`config.mk`:
```
export PLATFORM = sky130hd
export DESIGN_NAME = seven_segment_display_encoder
export DESIGN_NICKNAME = d
export VERILOG_FILES = /design/src/rtl/ssd_pkg.sv /design/src/rtl/ssd_dabble_stage.sv /design/src/rtl/seven_segment_display_encoder.sv
export SDC_FILE = /design/constraint.sdc
export NUM_CORES = 1
export LEC_CHECK = 0
export BUFFER_PORTS_ARGS = -buffer_cell sky130_fd_sc_hd__buf_4
export CAP_MARGIN = 20
export CORE_ASPECT_RATIO = 0.7
export CORE_MARGIN = 8
export CORE_UTILIZATION = 35
export CTS_BUF_LIST = sky130_fd_sc_hd__clkbuf_2
export CTS_CLUSTER_DIAMETER = 150
export CTS_CLUSTER_SIZE = 28
export DETAILED_ROUTE_END_ITERATION = 8
export PLACE_DENSITY = 0.59
export SKIP_CTS_REPAIR_TIMING = 1
export SLEW_MARGIN = 20
export SYNTH_ARGS = -nofsm -noshare
export SYNTH_HDL_FRONTEND = slang
export SYNTH_SLANG_ARGS = --single-unit
```
`constraint.sdc`:
```
create_clock -name i_clk -period 7.9 [get_ports i_clk]
set_clock_uncertainty 0.2 [all_clocks]
set_input_delay 0.79 -clock i_clk [delete_from_list [all_inputs] [get_ports i_clk]]
set_output_delay 0.79 -clock i_clk [all_outputs]
set_load 0.005 [all_outputs]
```
`src/rtl/ssd_pkg.sv`:
```
// Package: shared types, segment table and BCD conversion helper for the display encoder.
`timescale 1ns / 1ps

package ssd_pkg;

    localparam int VALUE_W     = 32;
    localparam int DIGIT_W     = 4;
    localparam int NUM_DIGITS  = 8;
    localparam int BCD_W       = NUM_DIGITS * DIGIT_W;
    localparam int SEG_W       = 8;
    localparam int STAGE_BITS  = 8;
    localparam int NUM_STAGES  = VALUE_W / STAGE_BITS;

    // Display mode carried in tuser.
    localparam logic KIND_HEX = 1'b0;
    localparam logic KIND_DEC = 1'b1;

    // Segment code per digit value 0..15.
    localparam logic [SEG_W-1:0] SEG_CODE [16] = '{
        8'h40, 8'hf9, 8'h24, 8'h30, 8'h99, 8'h92, 8'h82, 8'hf8,
        8'h00, 8'h10, 8'h08, 8'h83, 8'hc6, 8'he1, 8'h86, 8'h8e
    };

    // Payload moving down the conversion pipeline.
    typedef struct packed {
        logic               kind;
        logic [VALUE_W-1:0] raw;   // original value, used in hex mode
        logic [VALUE_W-1:0] rem;   // bits still to be shifted in, MSB first
        logic [BCD_W-1:0]   bcd;   // low eight BCD digits so far
    } t_stage;

    // One shift-and-add-3 step. Digits above the eighth are dropped, which
    // gives the value mod 10^8 since carries only move upward.
    function automatic logic [BCD_W-1:0] dabble_step(input logic [BCD_W-1:0] bcd,
                                                     input logic din);
        logic [BCD_W-1:0] adj;
        adj = bcd;
        for (int d = 0; d < NUM_DIGITS; d++) begin
            if (adj[d*DIGIT_W +: DIGIT_W] >= 4'd5) begin
                adj[d*DIGIT_W +: DIGIT_W] = adj[d*DIGIT_W +: DIGIT_W] + 4'd3;
            end
        end
        return {adj[BCD_W-2:0], din};
    endfunction

endpackage

```
`src/rtl/ssd_dabble_stage.sv`:
```
// Module: one registered pipeline stage of the binary to BCD converter (eight bits per stage).
`timescale 1ns / 1ps

module ssd_dabble_stage (
    input  logic           i_clk,
    input  logic           i_rst_n,
    input  logic           i_valid,
    output logic           o_ready,
    input  ssd_pkg::t_stage i_data,
    output logic           o_valid,
    input  logic           i_ready,
    output ssd_pkg::t_stage o_data
);

    logic            r_valid;
    ssd_pkg::t_stage r_data;
    ssd_pkg::t_stage n_data;

    // Shift the next eight value bits into the BCD accumulator.
    always_comb begin
        n_data = i_data;
        for (int k = 0; k < ssd_pkg::STAGE_BITS; k++) begin
            n_data.bcd = ssd_pkg::dabble_step(n_data.bcd, n_data.rem[ssd_pkg::VALUE_W-1]);
            n_data.rem = {n_data.rem[ssd_pkg::VALUE_W-2:0], 1'b0};
        end
    end

    assign o_ready = !r_valid || i_ready;

    always_ff @(posedge i_clk) begin
        if (!i_rst_n) begin
            r_valid <= 1'b0;
        end else if (o_ready) begin
            r_valid <= i_valid;
        end
    end

    always_ff @(posedge i_clk) begin
        if (o_ready && i_valid) begin
            r_data <= n_data;
        end
    end

    assign o_valid = r_valid;
    assign o_data  = r_data;

endmodule

```
`src/rtl/seven_segment_display_encoder.sv`:
```
// Top level: 32-bit value to eight seven-segment codes, hex or decimal, fully pipelined.
`timescale 1ns / 1ps

//  Channel   Dir  Bits            Contents
//  s_axis    in   tdata[31:0]     value
//                 tuser[0]        kind (0 hex, 1 decimal)
//  m_axis    out  tdata[63:0]     left_pattern, right_pattern, quad_pattern
//
//  An input transaction passes through four conversion stages (eight
//  shift-and-add-3 steps each) and then the segment lookup register.
//  One transaction is accepted every cycle while the output is taken.
//  Reset (synchronous, active low) clears only the valid bits.
//  Each stage holds its item while the next is full and stalled; a bubble
//  is filled even during a stall, so nothing is dropped or duplicated.

module seven_segment_display_encoder (
    input  logic        i_clk,
    input  logic        i_rst_n,
    input  logic        s_axis_tvalid,
    output logic        s_axis_tready,
    input  logic [31:0] s_axis_tdata,   // [31:0] value
    input  logic        s_axis_tuser,   // [0] kind
    output logic        m_axis_tvalid,
    input  logic        m_axis_tready,
    output logic [63:0] m_axis_tdata    // [15:0] left, [31:16] right, [63:32] quad
);

    // Pipeline links: index 0 is the input, index NUM_STAGES the last converter stage.
    ssd_pkg::t_stage                    w_data  [ssd_pkg::NUM_STAGES+1];
    logic [ssd_pkg::NUM_STAGES:0]       w_valid;
    logic [ssd_pkg::NUM_STAGES:0]       w_ready;

    // Output register.
    logic                               r_out_valid;
    logic [63:0]                        r_out_data;
    logic [63:0]                        n_out_data;
    logic [ssd_pkg::BCD_W-1:0]          w_nibbles;

    assign w_valid[0]           = s_axis_tvalid;
    assign s_axis_tready        = w_ready[0];
    assign w_data[0].kind       = s_axis_tuser;
    assign w_data[0].raw        = s_axis_tdata;
    assign w_data[0].rem        = s_axis_tdata;
    assign w_data[0].bcd        = '0;

    for (genvar g = 0; g < ssd_pkg::NUM_STAGES; g++) begin : g_stage
        ssd_dabble_stage u_stage (
            .i_clk   (i_clk),
            .i_rst_n (i_rst_n),
            .i_valid (w_valid[g]),
            .o_ready (w_ready[g]),
            .i_data  (w_data[g]),
            .o_valid (w_valid[g+1]),
            .i_ready (w_ready[g+1]),
            .o_data  (w_data[g+1])
        );
    end

    // Final stage: pick hex nibbles or decimal digits, then look up each code.
    assign w_ready[ssd_pkg::NUM_STAGES] = !r_out_valid || m_axis_tready;

    always_comb begin
        w_nibbles = (w_data[ssd_pkg::NUM_STAGES].kind == ssd_pkg::KIND_DEC) ?
                    w_data[ssd_pkg::NUM_STAGES].bcd :
                    w_data[ssd_pkg::NUM_STAGES].raw;
        // Digit 0 lands in the quad low byte, digit 7 in the left high byte.
        n_out_data[39:32] = ssd_pkg::SEG_CODE[w_nibbles[3:0]];
        n_out_data[47:40] = ssd_pkg::SEG_CODE[w_nibbles[7:4]];
        n_out_data[55:48] = ssd_pkg::SEG_CODE[w_nibbles[11:8]];
        n_out_data[63:56] = ssd_pkg::SEG_CODE[w_nibbles[15:12]];
        n_out_data[23:16] = ssd_pkg::SEG_CODE[w_nibbles[19:16]];
        n_out_data[31:24] = ssd_pkg::SEG_CODE[w_nibbles[23:20]];
        n_out_data[7:0]   = ssd_pkg::SEG_CODE[w_nibbles[27:24]];
        n_out_data[15:8]  = ssd_pkg::SEG_CODE[w_nibbles[31:28]];
    end

    always_ff @(posedge i_clk) begin
        if (!i_rst_n) begin
            r_out_valid <= 1'b0;
        end else if (w_ready[ssd_pkg::NUM_STAGES]) begin
            r_out_valid <= w_valid[ssd_pkg::NUM_STAGES];
        end
    end

    always_ff @(posedge i_clk) begin
        if (w_ready[ssd_pkg::NUM_STAGES] && w_valid[ssd_pkg::NUM_STAGES]) begin
            r_out_data <= n_out_data;
        end
    end

    assign m_axis_tvalid = r_out_valid;
    assign m_axis_tdata  = r_out_data;

endmodule

```
==> metrics.md <==
| Metric | Value |
|---|---|
| Die Area | 0.0938 sq mm |
| CTS HTree Levels | 1 |
| Unrepaired setup endpoints after global routing | false |
| Core ar. | 0.0837 sq mm |
| Total gr overflow | 0 |
| Slew Viols, Final | 0 |
| MaxCap Viol Count | 0 |
| Hpwl dp | slightly above 50000 um |
| Rows | between 80 and 90 |
| Synthesized Nets | approximately 3600 |
| Final setup viols | 0 |
| Slew margin rel. | between 20% and 30% |
| Starting Density | 35.1% |
| Die Span Y | between 200 and 300 um |
| # port buffers | between 100 and 150 |
| Gpl congestion | between 0.8 and 0.9 |
| Initial DRC count | around 1900 |
| Root Buffer | clkbuf_2 |
| Crit path largest cell delay | between 0.6 and 0.7 ns |
| Top_reg_cell synth | edfxtp_1 |
| Setup TNS | 0 ns |
| DR vias/cell | ~5.5 |
| IO Pins | 103 |
| Final worst slack | ~0.65 ns |
| Crit path max fanout | 8 |
| DRC Markers | 0 |
| Clk slew on worst S/H paths | 0.58 ns |
| Period utilization | around nine tenths |
| CTS tree | done |
| Skew-Pair Late Insertion Delay | 1.04 ns |
| Post-synthesis cell count | between 3000 and 4000 |
| First-pass GRT wire length | roughly 110000 um |
| Distinct cells, synth | roughly 130 |
| WS Path Type | reg2reg |
| Critical path launch point type | register |
| Routed len/inst | between 10 and 15 um |
| Routed Antenna Nets | 0 |
| Synthesized area | roughly 0.029 sq mm |
| Share of layout cells above drive strength 1 | approximately 12% |
| Initial antenna violation count | 8 |
| Worst setup EP type | register |
| Number of CTS-inserted buffers | 14 |
| Yosys reg bits | 291 |
| Status | finished clean |
| Clock sink total | between 200 and 300 |
| Area Growth Syn to Fin | 8.59% |
| CTS max path bufs | 3 |
| Nets@finish | 3726 |
| Worst hold path type | in2reg |
| Tot GR Track Use | about an eighth |
| Slew @ Worst Pin | 1.09 ns |
| Post-place setup slack | around 0.56 ns |
| Routed vias | 25336 |
| Synth Warn # | 0 |
| Share of flip-flops with an asynchronous set or reset | 0% |
| Largest net degree at the start of global routing | 65 |
| Mean post-synth cell area | roughly 8.6 sq um |
| WL final | around 67000 um |
| Fmax | ~140 MHz |
| Fin. Hold Viols | 0 |
| Drt pass-1 iters | 6 |
| Most used cell, CP | ha_1 |
| Worst endpoint required time | 8.59 ns |
| Die Span X | ~360 um |
| Vias in the first global route | ~22000 |
| Register area share after synthesis | just under 30% |
| Critical path's slowest cell | a2111oi_0 |
| Arrival time worst endpoint | ~7.9 ns |
| Post-synth EDFFs | around 290 |
| Tmin final | 7.25 ns |
-- cell type report --
type,count,area [sq um]
clock inverter,1,20.0
sequential,291,8690
timing repair buffer,162,1310
inverter,226,848
multi-input combinational,2809,19600
fill,8493,51800
clock buffer,19,95.1
tap,1137,1420
antenna,1,2.50
-- cell families (layout without fill, tap and decap cells) --
kind of cell / Yosys count / in the layout / synth area share [%]
AOI/OAI and AO/OA: 1191 / 1191 / 28.4
and+or+nand+nor: 1124 / 1124 / 18.6
buffers and inverters: 324 / 408 / 4.27
DFF: 291 / 291 / 29.5
muxes: 195 / 195 / 7.47
adders and majority gates: 188 / 188 / 7.97
xor gates and xnor gates: 111 / 111 / 3.78
other: 0 / 1 / 0
-- cells in the final DEF, fill, tap and decap left out, types with 18 or more instances in the layout --
cell type,Yosys,layout
mux2i_1,105,103
a21boi_0,23,21
nor2b_1,52,50
and2_1,52,52
xnor2_1,67,67
nand2b_1,69,69
nand3_1,94,94
a22oi_1,20,20
clkbuf_2,1,19
a211oi_1,50,49
buf_4,3,125
inv_1,213,213
dlygate4sd3_1,0,37
xor2_1,29,29
o21a_1,40,40
ha_1,185,185
a21oi_1,225,224
o21bai_1,18,18
nor3_1,90,90
a211o_1,21,21
nor2_1,260,260
o211a_1,23,23
nand2_1,315,315
mux2_2,68,68
o21ai_1,57,57
o31ai_1,23,23
a31oi_1,62,61
a21o_1,45,45
or2_2,29,29
o21ai_0,216,216
edfxtp_1,286,286
o22ai_1,52,52
o211ai_1,52,52
or3_1,32,32
and3_1,35,35
-- cell usage after synthesis (14+ instances only) --
cell type | number | area share, %
o22ai_1 | 52 | 1.1
nand2_1 | 315 | 4.0
xnor2_1 | 67 | 2.0
a21boi_0 | 23 | 0.59
xor2_1 | 29 | 0.86
edfxtp_1 | 286 | 29
mux2_2 | 68 | 2.6
nor2_1 | 260 | 3.3
o21a_1 | 40 | 1.0
o21ai_1 | 57 | 0.97
o211a_1 | 23 | 0.78
o31ai_1 | 23 | 0.59
or2_1 | 17 | 0.36
a31oi_1 | 62 | 1.3
a211oi_1 | 50 | 1.3
or3_1 | 32 | 0.68
nor2b_1 | 52 | 1.1
a21oi_1 | 225 | 3.8
o211ai_1 | 52 | 1.3
a21o_1 | 45 | 1.1
a22oi_1 | 20 | 0.51
a221o_1 | 14 | 0.48
a211o_1 | 21 | 0.63
nand3_1 | 94 | 1.6
ha_1 | 185 | 7.9
buf_2 | 23 | 0.39
inv_1 | 213 | 2.7
and2_1 | 52 | 1.1
o21ai_0 | 216 | 3.7
and3_1 | 35 | 0.74
nand2b_1 | 69 | 1.5
or2_2 | 29 | 0.62
nor3_1 | 90 | 1.5
mux2i_1 | 105 | 3.6
o21bai_1 | 18 | 0.46
o32ai_1 | 14 | 0.42
clkbuf_1 | 67 | 0.85
o221ai_1 | 17 | 0.51
-- registers in the layout, summed over array words and instances, names as in the netlist --
signal                   flops
m_axis_tdata                64
g_stage.u_stage.o_valid      4
g_stage.u_stage.o_data     222
m_axis_tvalid                1
-- critical path, delay by kind of cell (launching register included) --
family                     cells  cell delay [ns]
muxes                          1             0.33
buffers and inverters          4             0.33
and+or+nand+nor                4             0.72
AOI/OAI and AO/OA             16             3.84
adders and majority gates      5             1.18
DFF                            1             0.56
-- metrics by stage --
step / utilization, % / hold WS (ns) / instances / cell area, sq um
after detailed placement: 37.5 / 0.205 / 4583 / 31400
after CTS: 37.6 / -0.467 / 4603 / 31500
after floorplan: - / 0.200 / 3424 / 29400
after global placement: 37.5 / 0.200 / 4583 / 31400
after global routing: 38.2 / 0.0961 / 4646 / 32000
final: 38.2 / 0.223 / 4646 / 32000
-- worst paths after layout --
| path | from | endpoint | slack [ns] | cells after the start |
|---|---|---|---|---|
| worst max-delay path | g_stage[1].u_stage.o_data[16]$_DFFE_PP_ | g_stage[2].u_stage.o_data[18]$_DFFE_PP_ | 0.65 | 30 |
| worst min-delay path | s_axis_tdata[17] | g_stage[0].u_stage.o_data[81]$_DFFE_PP_ | 0.22 | 2 |
| worst max register to register | g_stage[1].u_stage.o_data[16]$_DFFE_PP_ | g_stage[2].u_stage.o_data[18]$_DFFE_PP_ | 0.65 | 30 |
| worst min register to register | g_stage[0].u_stage.o_data[75]$_DFFE_PP_ | g_stage[1].u_stage.o_data[75]$_DFFE_PP_ | 0.25 | 0 |
-- per-layer routing --
layer  vias up  routed length (um)  track usage (%)
li1      13120                   -                -
met4         2                 581             1.32
met3        41                3980             2.63
met5         -                  13                0
met2       489               25900             18.6
met1     11684               36400             21.5
Power is not shown: default switching activity piles up to over one toggle a cycle in this logic, so the estimate is an artifact.
